[src/rtl/dem_void_fill_3x3_assert.svh]
// assertion macros shared by the rtl
`ifndef DEM_VOID_FILL_3X3_ASSERT_SVH
`define DEM_VOID_FILL_3X3_ASSERT_SVH

`ifndef SYNTHESIS
`define DVF_ASSERT(lbl, prop, msg) \
    lbl: assert property (@(posedge i_clk) disable iff (!i_rst_n) prop) else $error(msg);
`define DVF_ASSERT_NEXT(lbl, ante, cons, msg) \
    lbl: assert property (@(posedge i_clk) disable iff (!i_rst_n) ante |=> cons) \
        else $error(msg);
`else
`define DVF_ASSERT(lbl, prop, msg)
`define DVF_ASSERT_NEXT(lbl, ante, cons, msg)
`endif

`endif

[src/rtl/dvf_pkg.sv]
package dvf_pkg;

    localparam int MAX_WIDTH   = 1024;
    localparam int COL_W       = $clog2(MAX_WIDTH);
    localparam int WCFG_W      = 11;
    localparam int ROW_W       = 16;
    localparam int THR_W       = 4;
    localparam int HEIGHT_W    = 24;
    localparam int CELL_W      = HEIGHT_W + 1;
    localparam int SUM_W       = HEIGHT_W + 3;
    localparam int CNT_W       = 4;
    localparam int WIN_CELLS   = 9;

    localparam int CFG_IDX_W   = 2;
    localparam int CFG_DATA_W  = 16;

    localparam logic [CFG_IDX_W-1:0] CFG_GRID_WIDTH     = 2'd0;
    localparam logic [CFG_IDX_W-1:0] CFG_GRID_HEIGHT    = 2'd1;
    localparam logic [CFG_IDX_W-1:0] CFG_FILL_THRESHOLD = 2'd2;

    localparam logic [WCFG_W-1:0] WIDTH_RESET  = WCFG_W'(1024);
    localparam logic [ROW_W-1:0]  HEIGHT_RESET = ROW_W'(1024);
    localparam logic [THR_W-1:0]  THR_RESET    = THR_W'(3);

    // void flag on top of the height
    localparam logic [CELL_W-1:0] VOID_CELL = {1'b1, {HEIGHT_W{1'b0}}};

    // neighbor masks, window position p = row * 3 + column
    localparam logic [WIN_CELLS-1:0] NB_LEFT  = 9'b111101111;
    localparam logic [WIN_CELLS-1:0] NB_RIGHT = 9'b110010110;

    localparam int RECIP_SHIFT = 30;
    localparam int RECIP_W     = 31;
    localparam int PROD_W      = SUM_W + RECIP_W;

    localparam int QUEUE_DEPTH = 4;
    localparam int QPTR_W      = $clog2(QUEUE_DEPTH);

    typedef struct packed {
        logic                       centre_void;
        logic signed [HEIGHT_W-1:0] centre_height;
        logic signed [SUM_W-1:0]    sum;
        logic [CNT_W-1:0]           count;
        logic                       last;
    } t_job;

    typedef struct packed {
        logic valid;
        t_job job;
    } t_job_slot;

    // ceil(2^30 / count), exact floor quotient for magnitudes below 2^27
    function automatic logic [RECIP_W-1:0] recip(input logic [CNT_W-1:0] count);
        logic [RECIP_W-1:0] r;
        case (count)
            4'd1:    r = 31'd1073741824;
            4'd2:    r = 31'd536870912;
            4'd3:    r = 31'd357913942;
            4'd4:    r = 31'd268435456;
            4'd5:    r = 31'd214748365;
            4'd6:    r = 31'd178956971;
            4'd7:    r = 31'd153391690;
            4'd8:    r = 31'd134217728;
            default: r = '0;
        endcase
        return r;
    endfunction

endpackage

[src/rtl/dvf_queue.sv]
`include "dem_void_fill_3x3_assert.svh"

module dvf_queue (
    input  logic                i_clk,
    input  logic                i_rst_n,
    input  dvf_pkg::t_job_slot  i_push,
    output logic                o_full,
    output dvf_pkg::t_job_slot  o_head,
    input  logic                i_pop
);

    dvf_pkg::t_job                   r_mem [dvf_pkg::QUEUE_DEPTH];
    logic [dvf_pkg::QPTR_W-1:0]      r_wp, r_rp;
    logic [dvf_pkg::QPTR_W:0]        r_cnt, n_cnt;
    logic                            do_push, do_pop;

    assign o_full       = (r_cnt == (dvf_pkg::QPTR_W+1)'(dvf_pkg::QUEUE_DEPTH));
    assign o_head.valid = (r_cnt != '0);
    assign o_head.job   = r_mem[r_rp];
    assign do_push      = i_push.valid && !o_full;
    assign do_pop       = i_pop && o_head.valid;

    always_comb begin
        n_cnt = r_cnt;
        if (do_push && !do_pop) n_cnt = r_cnt + (dvf_pkg::QPTR_W+1)'(1);
        if (!do_push && do_pop) n_cnt = r_cnt - (dvf_pkg::QPTR_W+1)'(1);
    end

    always_ff @(posedge i_clk) begin
        if (!i_rst_n) begin
            r_wp  <= '0;
            r_rp  <= '0;
            r_cnt <= '0;
        end else begin
            r_cnt <= n_cnt;
            if (do_push) r_wp <= r_wp + dvf_pkg::QPTR_W'(1);
            if (do_pop)  r_rp <= r_rp + dvf_pkg::QPTR_W'(1);
        end
    end

    always_ff @(posedge i_clk) begin
        if (do_push) begin
            r_mem[r_wp] <= i_push.job;
        end
    end

    `DVF_ASSERT(a_no_overflow, i_push.valid |-> !o_full, "push into full queue")
    `DVF_ASSERT(a_cnt_bound, r_cnt <= (dvf_pkg::QPTR_W+1)'(dvf_pkg::QUEUE_DEPTH), "count overrun")

endmodule

[config.mk]
export PLATFORM = sky130hd
export DESIGN_NAME = dvf_queue
export DESIGN_NICKNAME = d
export VERILOG_FILES = /design/src/rtl/dvf_pkg.sv /design/src/rtl/dvf_queue.sv
export VERILOG_INCLUDE_DIRS = /design/src /design/src/rtl
export SDC_FILE = /design/constraint.sdc
export NUM_CORES = 1
export LEC_CHECK = 0
export BUFFER_PORTS_ARGS = -buffer_cell sky130_fd_sc_hd__buf_2
export CORE_MARGIN = 2
export CORE_UTILIZATION = 50
export DETAILED_ROUTE_END_ITERATION = 8
export PLACE_DENSITY = 0.71
export SETUP_SLACK_MARGIN = 0.1
export SYNTH_ARGS = -nofsm -noshare
export SYNTH_HDL_FRONTEND = slang
export SYNTH_SLANG_ARGS = --single-unit
[constraint.sdc]
create_clock -name i_clk -period 6.03 [get_ports i_clk]
set_input_delay 1.809 -clock i_clk [delete_from_list [all_inputs] [get_ports i_clk]]
set_output_delay 1.809 -clock i_clk [all_outputs]
set_load 0.02 [all_outputs]
### After elaboration in Yosys (flattened, before gate mapping)

Memory sizes are Yosys's and may differ from the RTL's. A register that Yosys moved wholly into a read port is not among the register bits.
Index checks and enable logic that the tools add are counted.

* memories kept: 1
* bits of input ports: 61
* output and inout bits: 59
* RAM bits: 228
* bits in registers: 7

Memories
* r_mem: words 4, width 57, rd ports 1, clocked after Yosys merged registers in 1, wr ports 1, line dvf_queue.sv:12 `dvf_pkg::t_job r_mem [dvf_pkg::QUEUE_DEPTH];`

* eq/ne operators: 1
* reduce and logical (&&, ||, !) cells: 9
* $add $sub $neg: 4
* mux-type cells: 6

Operators with widths (count)
* 3-bit two-way mux: 2
* 2-bit by 1-bit adder with 2-bit output (second input constant): 2
* 1-bit logical AND: 4
* 2-bit two-way mux: 2
* 3-bit by 1-bit adder with 3-bit output (second input constant): 1
* 3-bit equality test (second input constant): 1
* 1-bit zero test: 3
* 3-bit nonzero test: 1
* 3-bit by 1-bit subtractor with 3-bit output (second input constant): 1
* 1-bit two-way mux: 2
* 2-bit nonzero test: 1

### Depth between registers and ports, before layout

* word-level depth: 6
* mapped depth: 10
* gate-level depth less buffers: 9

### Least setup slack after synthesis

No wires, ideal clock.

* path kind: input-to-reg
* start point: input port i_push[57] in the netlist's numbering
* end point: memory r_mem[0][0] in the netlist's numbering, enable pin
* slack: 2.166 ns
* data required time: 5.609 ns
* data arrival time: 3.443 ns
* stages: 3
* setup time: 0.421 ns
* path buffers: 1
* cell sequence: nor2b_1 > buf_2 > and2_1

* longest elaborated chain between the ends: 3

Ends and longest elaborated chain
* start: declaration: line dvf_queue.sv:6 `input dvf_pkg::t_job_slot i_push,`
* 1-bit logical AND: line dvf_queue.sv:20 `assign do_push = i_push.valid && !o_full;`
* 1-bit two-way mux: line dvf_queue.sv:42 `if (do_push) begin`
* 1-bit two-way mux (implied by the code): line dvf_queue.sv:43 `r_mem[r_wp] <= i_push.job;`
* end: declaration: line dvf_queue.sv:12

Every way passes these cells.

==> out/results.tsv <==
stage	metric	value	unit
run_status	status	finished clean	
yosys	synth-main-ff-cell	edfxtp_1	
timing	hold_viol_final	0	
clock_network	htree_levels	1	
detailed_routing	firstDrtPassIters	4	
clock_network	cts.path.max_buffers	3	
global_route	grt_pass1_vias	4226	
power	p_leak	0.00347	µW
timing	final_max_slew_viol_count	0	
timing	skew	0.00662	ns
timing	period_minus_slack	4.42	ns
clock_network	postCtsHoldBufs	0	
critical_path	cp_top_family	flip-flops	
timing	final.period_utilization	73.2	%
finish	area_growth	18.3	%
critical_path	worst-path-buf-inv	2	
finish	postLayoutCoreUtil	60.0	%
yosys	ys_types	22	
clock_network	clock_latency	0.50	ns
power	power_density	443	nW/µm²
timing	setup_viol	0	
die	die_y	136	µm
finish	final_nets	549	
timing	relSlewSlack	35.0	%
critical_path	path_class	flop to output port	
timing	rsz0062_at_grt	false	
global_route	grt_max_degree	58	
die	die_w	136	µm
timing	setup-tns-final	0	ns
global_route	track_usage	16.4	%
finish	drive_gt1_share	44.4	%
clock_network	cts-buffers-inserted	24	
critical_path	crit_arrival	2.61	ns
placement	io_buffers	119	
yosys	synthCells	349	
clock_network	clkSinkCount	237	
yosys	yosysSeqAreaShare	80.7	%
global_route	grt_pass1_wl	22800	µm
detailed_routing	ant_nets	0	
flow_run	drv_cap	0	
critical_path	critPathRequiredTime	4.22	ns
global_route	gr-total-overflow	0	
clock_network	cts_tree	built	
critical_path	r2r_setup_slack	3.67	ns
die	fp-row-count	48	
critical_path	slowest_stage	dfxtp_4	
yosys	yosysMostFrequentCell	edfxtp_1	
die	core	17200	µm²
die	start_util	50.7	%
detailed_routing	viasPerCell	5.41	
placement	place_congestion	0.683	
detailed_routing	dr_total_vias	3922	
yosys	yosys.area.top_type	edfxtp_1	
timing	worst_slew_pin_slew	0.976	ns
placement	hpwl	8360	µm
yosys	async_reset_ff_share	0	%
die	dieArea	18500	µm²
yosys	synthTopCellsByArea	edfxtp_1, mux4_2, dfxtp_1, ha_1, buf_6	
critical_path	crit_chain	buf_4, mux4_2, buf_2	
power	peakVddDrop	0.256	mV
global_route	grt_antenna_before_repair	1	
yosys	synth_nets	416	
detailed_routing	wirelength	14900	µm
clock_network	cts-resized-gates	0	
yosys	synth-edff-count	228	
yosys	syn_area_per_cell	25.0	µm²
timing	max_freq	0.226	GHz
clock_network	cts_setup_buffers	0	
finish	diodes	0	
die	pin_count	120	
clock_network	root_buffer	clkbuf_16	
critical_path	slowest_delay	0.89	ns
critical_path	cp_max_fo	41	
yosys	synth_top_cell_area_share	78.6	%
yosys	syn_area	8710	µm²
clock_network	clk_pin_slew	0.06	ns
detailed_routing	wl_per_cell	20.6	µm
yosys	ys_seq_elements	237	
yosys	yosysWarnings	0	
critical_path	start_kind	flop	
detailed_routing	first_iter_violations	208	
critical_path	crit_path_end_kind	output port	
detailed_routing	drc	0	
finish	fillers	1259	
min_path	hp-class	flop to flop	
yosys	synth_common_cells	edfxtp_1, mux4_2, dfxtp_1, and2_1, inv_1	
-- layout make-up --
cell class	count	area (µm²)	area share [%]
Tap cell	225	282	2.73
Inverter	6	22.5	0.219
Sequential cell	237	7030	68.2
Timing Repair Buffer	121	611	5.92
Clock inverter	10	77.6	0.753
Clock buffer	34	709	6.88
Multi-Input combinational cell	92	1570	15.3
-- path summary, 6_finish.rpt --
path | end | start | depth (start not counted)
hold / removal | r_wp[1] | r_wp[1] | 2
hold reg to reg | r_wp[1] | r_wp[1] | 2
setup reg to reg | r_mem[0][0] | r_cnt[0] | 3
setup / recovery | o_head[56] | flop | 3
-- cells by family (layout without fill, tap and decap cells) --
logic type	count (synthesis)	after routing	share of synthesized area, %
AO/OA/AOI/OAI	5	5	0.402
XOR/XNOR	4	4	0.402
adder cells (fa/ha/maj)	6	6	0.948
buffers and inverters	20	171	1.36
flip-flops	237	237	80.7
multiplexers	59	59	15.0
AND/OR/NAND/NOR	18	18	1.22
-- routing by layer --
layer	GRT usage [%]	vias up	wire [µm]
met1	22.2	2031	6170
met4	4.11	2	201
li1	-	1742	-
met2	27.2	123	7430
met5	0	-	13
met3	4.10	24	1100
-- stage by stage --
| step | total power (µW) | instances | instance area, µm² | hold WS (ns) | setup WS, ns |
|---|---|---|---|---|---|
| CTS | 4630 | 725 | 10300 | 0.499 | 1.48 |
| detailed placement | 3190 | 681 | 9520 | 0.490 | 2.03 |
| global placement | 3170 | 681 | 9520 | 0.475 | 2.02 |
| finish | 4570 | 725 | 10300 | 0.496 | 1.61 |
| global route | 4770 | 725 | 10300 | 0.560 | 1.37 |
| floorplan | 2880 | 349 | 8710 | 0.468 | 2.17 |
-- flip-flops by register name, indices dropped and copies added, names as in the netlist, named ones only --
signal and count:
r_mem 228, r_cnt 3, r_rp 2, r_wp 2
-- worst register-to-register path, cell delays in order (launching register included) --
cell and delay (ns):
dfxtp_1 0.45, nor3b_2 0.09, nor2b_1 0.54, and2_4 0.85
-- layout by cell type (no fill, tap or decap), types with 3 or more instances in the layout --
cell	Yosys	layout
clkinv_1	0	3
mux4_2	57	57
ha_1	5	5
buf_2	5	119
nor2b_1	3	3
inv_1	6	6
and2_4	0	4
and2_1	7	3
xnor2_1	3	3
clkinv_2	0	4
dfxtp_1	9	7
clkbuf_16	0	25
clkbuf_1	3	4
clkbuf_8	0	5
nand2_1	5	5
edfxtp_1	228	228
-- power breakdown --
part	total (µW)	leakage, µW	switching [µW]	internal (µW)
clock	1430	0.000387	572	861
sequential	2130	0.00217	135	1990
combinational	1010	0.000914	545	462
Note: power is estimated with default switching activity, not from simulation.
