--- src/rtl/dem_void_fill_3x3_assert.svh ---
// assertion macros shared by the rtl
`ifndef DEM_VOID_FILL_3X3_ASSERT_SVH
`define DEM_VOID_FILL_3X3_ASSERT_SVH

`ifndef SYNTHESIS
`define DVF_ASSERT(lbl, prop, msg) \
    lbl: assert property (@(posedge i_clk) disable iff (!i_rst_n) prop) else $error(msg);
`define DVF_ASSERT_NEXT(lbl, ante, cons, msg) \
    lbl: assert property (@(posedge i_clk) disable iff (!i_rst_n) ante |=> cons) \
        else $error(msg);
`else
`define DVF_ASSERT(lbl, prop, msg)
`define DVF_ASSERT_NEXT(lbl, ante, cons, msg)
`endif

`endif

--- src/rtl/dvf_pkg.sv ---
package dvf_pkg;

    localparam int MAX_WIDTH   = 1024;
    localparam int COL_W       = $clog2(MAX_WIDTH);
    localparam int WCFG_W      = 11;
    localparam int ROW_W       = 16;
    localparam int THR_W       = 4;
    localparam int HEIGHT_W    = 24;
    localparam int CELL_W      = HEIGHT_W + 1;
    localparam int SUM_W       = HEIGHT_W + 3;
    localparam int CNT_W       = 4;
    localparam int WIN_CELLS   = 9;

    localparam int CFG_IDX_W   = 2;
    localparam int CFG_DATA_W  = 16;

    localparam logic [CFG_IDX_W-1:0] CFG_GRID_WIDTH     = 2'd0;
    localparam logic [CFG_IDX_W-1:0] CFG_GRID_HEIGHT    = 2'd1;
    localparam logic [CFG_IDX_W-1:0] CFG_FILL_THRESHOLD = 2'd2;

    localparam logic [WCFG_W-1:0] WIDTH_RESET  = WCFG_W'(1024);
    localparam logic [ROW_W-1:0]  HEIGHT_RESET = ROW_W'(1024);
    localparam logic [THR_W-1:0]  THR_RESET    = THR_W'(3);

    // void flag on top of the height
    localparam logic [CELL_W-1:0] VOID_CELL = {1'b1, {HEIGHT_W{1'b0}}};

    // neighbor masks, window position p = row * 3 + column
    localparam logic [WIN_CELLS-1:0] NB_LEFT  = 9'b111101111;
    localparam logic [WIN_CELLS-1:0] NB_RIGHT = 9'b110010110;

    localparam int RECIP_SHIFT = 30;
    localparam int RECIP_W     = 31;
    localparam int PROD_W      = SUM_W + RECIP_W;

    localparam int QUEUE_DEPTH = 4;
    localparam int QPTR_W      = $clog2(QUEUE_DEPTH);

    typedef struct packed {
        logic                       centre_void;
        logic signed [HEIGHT_W-1:0] centre_height;
        logic signed [SUM_W-1:0]    sum;
        logic [CNT_W-1:0]           count;
        logic                       last;
    } t_job;

    typedef struct packed {
        logic valid;
        t_job job;
    } t_job_slot;

    // ceil(2^30 / count), exact floor quotient for magnitudes below 2^27
    function automatic logic [RECIP_W-1:0] recip(input logic [CNT_W-1:0] count);
        logic [RECIP_W-1:0] r;
        case (count)
            4'd1:    r = 31'd1073741824;
            4'd2:    r = 31'd536870912;
            4'd3:    r = 31'd357913942;
            4'd4:    r = 31'd268435456;
            4'd5:    r = 31'd214748365;
            4'd6:    r = 31'd178956971;
            4'd7:    r = 31'd153391690;
            4'd8:    r = 31'd134217728;
            default: r = '0;
        endcase
        return r;
    endfunction

endpackage

--- src/rtl/dvf_channels.sv ---


interface dvf_out_if;
    logic                                 valid;
    logic                                 ready;
    logic signed [dvf_pkg::HEIGHT_W-1:0]  height_out;
    logic                                 void_out;
    logic                                 last_of_frame;

    modport source (output valid, height_out, void_out, last_of_frame, input ready);
    modport sink (input valid, height_out, void_out, last_of_frame, output ready);
endinterface

--- src/rtl/dvf_back.sv ---
`include "dem_void_fill_3x3_assert.svh"

module dvf_back (
    input  logic                        i_clk,
    input  logic                        i_rst_n,
    input  dvf_pkg::t_job_slot          i_head,
    output logic                        o_pop,
    input  logic [dvf_pkg::THR_W-1:0]   i_thr,
    dvf_out_if.source                   o_out
);

    localparam logic [1:0] KIND_VOID = 2'd0;
    localparam logic [1:0] KIND_PASS = 2'd1;
    localparam logic [1:0] KIND_MEAN = 2'd2;

    logic                                adv;
    logic [1:0]                          kind;
    logic [dvf_pkg::SUM_W-1:0]           abs_sum;

    logic                                r1_v, r2_v, r_ov;
    logic [1:0]                          r1_kind, r2_kind;
    logic [dvf_pkg::HEIGHT_W-1:0]        r1_height, r2_height;
    logic [dvf_pkg::SUM_W-1:0]           r1_abs;
    logic [dvf_pkg::RECIP_W-1:0]         r1_recip;
    logic                                r1_neg, r2_neg, r1_last, r2_last;
    logic [dvf_pkg::PROD_W-1:0]          r2_prod;
    logic [dvf_pkg::HEIGHT_W-1:0]        quot;
    logic [dvf_pkg::HEIGHT_W-1:0]        r_oh;
    logic                                r_ovoid, r_olast;

    assign adv   = !r_ov || o_out.ready;
    assign o_pop = adv && i_head.valid;

    always_comb begin
        if (i_head.job.count == '0) begin
            kind = KIND_VOID;
        end else if (!i_head.job.centre_void) begin
            kind = KIND_PASS;
        end else if (i_head.job.count > i_thr) begin
            kind = KIND_MEAN;
        end else begin
            kind = KIND_VOID;
        end
    end

    assign abs_sum = i_head.job.sum[dvf_pkg::SUM_W-1] ? dvf_pkg::SUM_W'(-i_head.job.sum)
                                                      : dvf_pkg::SUM_W'(i_head.job.sum);
    assign quot    = r2_prod[dvf_pkg::RECIP_SHIFT +: dvf_pkg::HEIGHT_W];

    always_ff @(posedge i_clk) begin
        if (!i_rst_n) begin
            r1_v <= 1'b0;
            r2_v <= 1'b0;
            r_ov <= 1'b0;
        end else if (adv) begin
            r1_v <= i_head.valid;
            r2_v <= r1_v;
            r_ov <= r2_v;
        end
    end

    always_ff @(posedge i_clk) begin
        if (adv) begin
            r1_kind   <= kind;
            r1_height <= i_head.job.centre_height;
            r1_abs    <= abs_sum;
            r1_neg    <= i_head.job.sum[dvf_pkg::SUM_W-1];
            r1_recip  <= dvf_pkg::recip(i_head.job.count);
            r1_last   <= i_head.job.last;

            r2_kind   <= r1_kind;
            r2_height <= r1_height;
            r2_neg    <= r1_neg;
            r2_last   <= r1_last;
            r2_prod   <= dvf_pkg::PROD_W'(r1_abs) * dvf_pkg::PROD_W'(r1_recip);

            r_olast   <= r2_last;
            case (r2_kind)
                KIND_PASS: begin
                    r_oh    <= r2_height;
                    r_ovoid <= 1'b0;
                end
                KIND_MEAN: begin
                    r_oh    <= r2_neg ? -quot : quot;
                    r_ovoid <= 1'b0;
                end
                default: begin
                    r_oh    <= '0;
                    r_ovoid <= 1'b1;
                end
            endcase
        end
    end

    assign o_out.valid         = r_ov;
    assign o_out.height_out    = r_oh;
    assign o_out.void_out      = r_ovoid;
    assign o_out.last_of_frame = r_olast;

    `DVF_ASSERT(a_void_zero, o_out.valid && o_out.void_out |-> o_out.height_out == '0, "void word carries height")

endmodule

--- src/flat_wrapper.sv ---
// flat-port wrapper written by rule: the top's interface ports become plain ports
module dvf_back_flat 
  (i_clk, i_rst_n, i_head, o_pop, i_thr, o_out_valid, o_out_height_out, o_out_void_out, o_out_last_of_frame, o_out_ready);
  dvf_out_if o_out_i ();
  input  logic i_clk;
  input  logic i_rst_n;
  input  dvf_pkg::t_job_slot i_head;
  output logic o_pop;
  input  logic [dvf_pkg::THR_W-1:0] i_thr;
  output wire logic [$bits(o_out_i.valid)-1:0] o_out_valid;
  output wire logic [$bits(o_out_i.height_out)-1:0] o_out_height_out;
  output wire logic [$bits(o_out_i.void_out)-1:0] o_out_void_out;
  output wire logic [$bits(o_out_i.last_of_frame)-1:0] o_out_last_of_frame;
  input wire logic [$bits(o_out_i.ready)-1:0] o_out_ready;
  assign o_out_valid = o_out_i.valid;
  assign o_out_height_out = o_out_i.height_out;
  assign o_out_void_out = o_out_i.void_out;
  assign o_out_last_of_frame = o_out_i.last_of_frame;
  assign o_out_i.ready = o_out_ready;
  dvf_back u_core (.i_clk(i_clk), .i_rst_n(i_rst_n), .i_head(i_head), .o_pop(o_pop), .i_thr(i_thr), .o_out(o_out_i));
endmodule
--- config.mk ---
export PLATFORM = sky130hd
export DESIGN_NAME = dvf_back_flat
export DESIGN_NICKNAME = d
export VERILOG_FILES = /design/src/rtl/dvf_pkg.sv /design/src/rtl/dvf_channels.sv /design/src/rtl/dvf_back.sv /design/src/flat_wrapper.sv
export VERILOG_INCLUDE_DIRS = /design/src /design/src/rtl
export SDC_FILE = /design/constraint.sdc
export NUM_CORES = 2
export LEC_CHECK = 0
export BUFFER_PORTS_ARGS = -buffer_cell sky130_fd_sc_hd__buf_2
export CAP_MARGIN = 20
export CORE_MARGIN = 3
export CORE_UTILIZATION = 60
export CTS_CLUSTER_DIAMETER = 30
export DETAILED_ROUTE_END_ITERATION = 16
export PLACE_DENSITY = 0.78
export SKIP_CTS_REPAIR_TIMING = 1
export SLEW_MARGIN = 25
export SYNTH_ARGS = -nofsm -noshare
export SYNTH_HDL_FRONTEND = slang
export SYNTH_SLANG_ARGS = --single-unit
--- constraint.sdc ---
create_clock -name i_clk -period 8.2 [get_ports i_clk]
set_input_delay 0.82 -clock i_clk [delete_from_list [all_inputs] [get_ports i_clk]]
set_output_delay 0.82 -clock i_clk [all_outputs]
set_load 0.01 [all_outputs]
Word level (Yosys, flattened, before mapping)
Memories as Yosys holds them, arrays and structs flattened. A register that Yosys moved wholly into a read port is not among the register bits.
Cells that the tools add are included.

operators by class
  order comparisons = 1
  bitwise logic cells = 1
  add/subtract/negate cells = 2
  reductions and logical operators = 6
  muxes and demuxes = 6
  equal/unequal tests = 2
  multiply operators = 1

operators by type and width
  cell                count
  $mul 27x31->54      1
  $pmux 24 s2         1
  $neg 27->27         1
  $mux 26             1
  $mux 24             1
  $neg 24->24         1
  $gt 4x4->1          1
  $logic_not 4->1     1
  $reduce_or 2->1     2
  $eq 2x1->1 const B  1
  $eq 2x2->1 const B  1
  $mux 1              2
  $mux 2              1
  $logic_and 1x1->1   1
  $logic_not 1->1     1
  $logic_or 1x1->1    1
  $not 1->1           1

word-level totals
  memory bits (read-only) = 496
  input bits = 65
  register bits = 166
  word-level logic and storage cells = 38
  output and inout port bits = 28
  memories = 1

memory list
  name              depth  bits a word  read ports  clocked after Yosys merged registers in  write ports  RTL line       source
  (name not given)  16     31           1           1                                        0            dvf_pkg.sv:55  case (count)

Logic depth before layout (Yosys ltp)
  word-level depth = 3
  gate-level depth with buffers = 26
  mapped depth without buffers = 24

Worst setup path before layout
OpenSTA, ideal clock, no wires.

  path type = register -> register
  from = register u_core.r1_recip[26] in the netlist's numbering
  to = register u_core.r2_prod[46] in the netlist's numbering (data pin)
  path buffers = 2
  setup time = 262 ps
  arrival = 6545 ps
  period minus slack after synthesis = 6807 ps
  stages on the path, launching flop included = 25
  setup slack = 1393 ps
  required time = 7938 ps
  cells stage by stage = edfxtp_1 > clkbuf_1 > clkbuf_1 > nand2_1 > fa_1 > inv_1 > fa_1 > fa_1 > inv_1 > fa_1 > inv_1 > fa_1 > fa_1 > inv_1 > fa_1 > inv_1 > ha_1 > a21o_1 > a21o_1 > a211oi_1 > o221a_2 > o211ai_1 > a41oi_1 > a21oi_1 > xor2_1

between the ends
  longest elaborated chain between the ends = 1

RTL lines
  item                  RTL line        source
  start, declared       dvf_back.sv:24  logic [dvf_pkg::RECIP_W-1:0] r1_recip;
  $mul 27x31->54        dvf_back.sv:75  r2_prod <= dvf_pkg::PROD_W'(r1_abs) * dvf_pkg::PROD_W'(r1_recip);
  end signal, assigned  dvf_back.sv:75
  end, declared         dvf_back.sv:26  logic [dvf_pkg::PROD_W-1:0] r2_prod;

No other way between the ends.
A chain may end at the register's enable or synchronous reset.

Final worst setup path
  from = register u_core.r1_recip[21] in the netlist's numbering
  to = register u_core.r2_prod[46] in the netlist's numbering (data pin)

The elaborated chain is that of the path after synthesis.

==> results.cfg <==
[floorplanning]
dieArea_um2 = 45200
start_util = 0.609
rows = 75
ios = 93
fp.dieW_um = 213
chipHeight_um = 213
core-area_um2 = 42000

[hold_path]
hold_depth = 0
hp-start = u_core.r1_height[8]
hold_class = register to register
min_to = u_core.r2_height[8]

[setup_path]
crit_top_cell = fa_1
r2r_setup_slack_ns = 0.38
cp_cell_sequence = buf_4 > nand2_1 > fa_1 > inv_1 > fa_1 > inv_1 > fa_1 > inv_1 > fa_1 > fa_1 > fa_1 > inv_1 > fa_1 > inv_1 > ha_1 > a21oi_1 > nor2_1 > o31ai_1 > or3_1 > o211ai_1 > a41oi_1 > a21oi_1 > xor2_1
crit_slowest_cell = edfxtp_1
timing.rr.end = u_core.r2_prod[46]
path_class = register to register
regToRegStartpoint = u_core.r1_recip[21]
setup.worst_path.end_class = register
r2r_cells = 23
crit_required_ns = 8.42
startpoint_type = register
path_max_fanout = 21
slowest_delay_ns = 1.07
crit_arrival_ns = 8.05

[yosys]
avgSynthCellArea_um2 = 10.2
synthArstFlopShare = 0
synthDominantCellAreaShare = 0.441
netlist_area_um2 = 25600
synth-main-ff-cell = edfxtp_1
netlist_top_cells_area = fa_1 44%, edfxtp_1 17%, inv_1 12%
ys_ff_latch = 149
ys_types = 53
synth_edf_count = 146
synthTopCellsByCount = 791 x inv_1, 564 x fa_1, 258 x nand2_1
synth_seq_area_share = 0.174
yosysWarnings = 0
yosysMostFrequentCell = inv_1
synthCells = 2512
synth_nets = 3326
synth.largest_area_cell = fa_1

[cells_and_area]
post-route-cell-area_um2 = 27300
drive_gt1_frac = 0.0641
area_growth_pct = 6.70
nNetsFinal = 3392

[drt]
routed_wirelength_mm = 71.6
detail_route.vias_per_cell = 5.52
dr.pass1.iters = 5
num_vias = 17300
drtIter0Drc = 1526
final_antenna_net_count = 0
drcViolationCount = 0
avgRoutedWirePerCell_um = 22.9

[grt]
overflow = 0
met1_usage = 0.426
grt_util_met2 = 0.514
gr-usage-met3 = 0.132
grt_usage = 0.331
grt_pass1_vias = 18900
grt_max_degree = 78
top_usage_layer = met2
antenna_found_initial = 0
grt_pass1_wl_mm = 108

[sta]
slew-limit-headroom = 0.275
setup-violations-final = 0
finalCritPeriodShare = 0.954
fin_crit_ns = 7.82
finClkSkew_ns = 0.0132
tightest_slew_ns = 1.09
fmax_ghz = 0.128
finalSetupTns_ns = 0
rsz0062_at_grt = false
hold_viol = 0
drv_slew = 0

[power_and_ir_drop]
switching_power_uw = 4320
ir_drop_mv = 0.352
p_int_uw = 4190
switching_share = 0.508
p_leak_uw = 0.0143
p_comb_frac = 0.754
powerDensity_nw_per_um2 = 312
power_frac_seq = 0.155
clock_power_share = 0.091

[placed_design]
dp_hpwl_mm = 61.2
io_buffers = 92
routabilityCongestion = 1.09
dpl_cell_area_um2 = 26700

[clock_network]
cts_buffers = 17
clock_latency_ns = 0.48
cts-root-buf = clkbuf_16
clockBufferDepth = 2
path_clk_slew_ns = 0.07
cts_sinks = 149
htree_levels = 4
cts_tree = yes

[run]
max_cap_violations = 0

[status]
status = complete, no violations
==> cell type report <==
type / instances / area, µm²
antenna: 1 / 2.50
tap: 539 / 674
timing repair buffer: 122 / 727
clock inverter: 15 / 161
clock buffer: 17 / 425
multi-input combinational: 1497 / 17900
sequential: 149 / 4440
fill: 3399 / 14700
inverter: 791 / 2970
==> how the worst max path moves through the flow <==
stage,startpoint,endpoint,cells past startpoint
floorplan,u_core.r1_recip[26],u_core.r2_prod[46],24
global placement,u_core.r1_recip[21],u_core.r2_prod[46],23
detailed placement,u_core.r1_recip[20],u_core.r2_prod[46],22
CTS,u_core.r1_recip[20],u_core.r2_prod[46],22
global route,u_core.r1_recip[21],u_core.r2_prod[46],23
finish,u_core.r1_recip[21],u_core.r2_prod[46],23
==> power by group through the flow <==
stage,logic (µW),clock network (µW),registers (µW)
global placement,6010,0,1320
global route,7230,820,1330
CTS,6360,790,1310
detailed placement,6330,0,1330
floorplan,4560,0,1240
finish,6410,777,1320
==> cell usage in the layout, fill, tap and decap left out, types with 24 or more instances in the layout <==
master / n
a22oi_1: 24
edfxtp_1: 146
buf_4: 26
nand2_1: 258
fa_1: 564
ha_1: 185
a21oi_1: 25
inv_1: 791
nor2_1: 46
buf_2: 92
xnor2_1: 69
o21ai_0: 26
and2_1: 124
==> critical path, delay by kind of cell, from the launching register on <==
family | cells | cell delay [ns]
AO/OA/AOI/OAI | 5 | 1.17
AND/OR/NAND/NOR | 3 | 0.64
XOR/XNOR | 1 | 0.10
flip-flops | 1 | 1.07
adder cells (fa/ha/maj) | 8 | 3.99
buffers and inverters | 6 | 0.59
==> flip-flops by register name, indices dropped and copies added, names as in the netlist <==
name	count
u_core.r1_abs	27
u_core.o_out.height_out	24
u_core.r1_height	24
u_core.r2_height	24
u_core.r2_prod	24
u_core.r1_recip	13
u_core.r1_kind	2
u_core.r2_kind	2
u_core.o_out.last_of_frame	1
u_core.o_out.valid	1
u_core.o_out.void_out	1
u_core.r1_last	1
u_core.r1_neg	1
u_core.r1_v	1
u_core.r2_last	1
u_core.r2_neg	1
u_core.r2_v	1
==> per-layer routing <==
layer | vias up | routed length, µm
met5 | - | 0
met1 | 8714 | 27600
met3 | 153 | 8910
li1 | 7533 | -
met2 | 887 | 32300
met4 | 0 | 2730
==> cell families (layout without fill, tap and decap cells) <==
kind of cell             count (synthesis)  after routing  share of synthesized area
AO/OA/AOI/OAI                          155            155                     0.0428
adder cells (fa/ha/maj)                749            749                      0.532
other                                    0              1                          0
buffers and inverters                  866            945                      0.127
AND/OR/NAND/NOR                        505            505                     0.0943
XOR/XNOR                                85             85                     0.0291
multiplexers                             3              3                    0.00117
flip-flops                             149            149                      0.174
==> metrics by stage <==
stage / cells / setup slack (ns) / util / total power (µW) / hold WS (ns)
2_1_floorplan: 2512 / 1.39 / - / 5800 / 0.400
3_3_place_gp: 3096 / 0.654 / 0.635 / 7330 / 0.402
3_5_place_dp: 3096 / 0.405 / 0.635 / 7660 / 0.405
4_1_cts: 3128 / 0.405 / 0.649 / 8460 / 0.422
5_1_grt: 3130 / 0.0719 / 0.649 / 9380 / 0.425
6_report: 3131 / 0.376 / 0.649 / 8510 / 0.420
No activity file was read; power rests on OpenSTA's default activity.
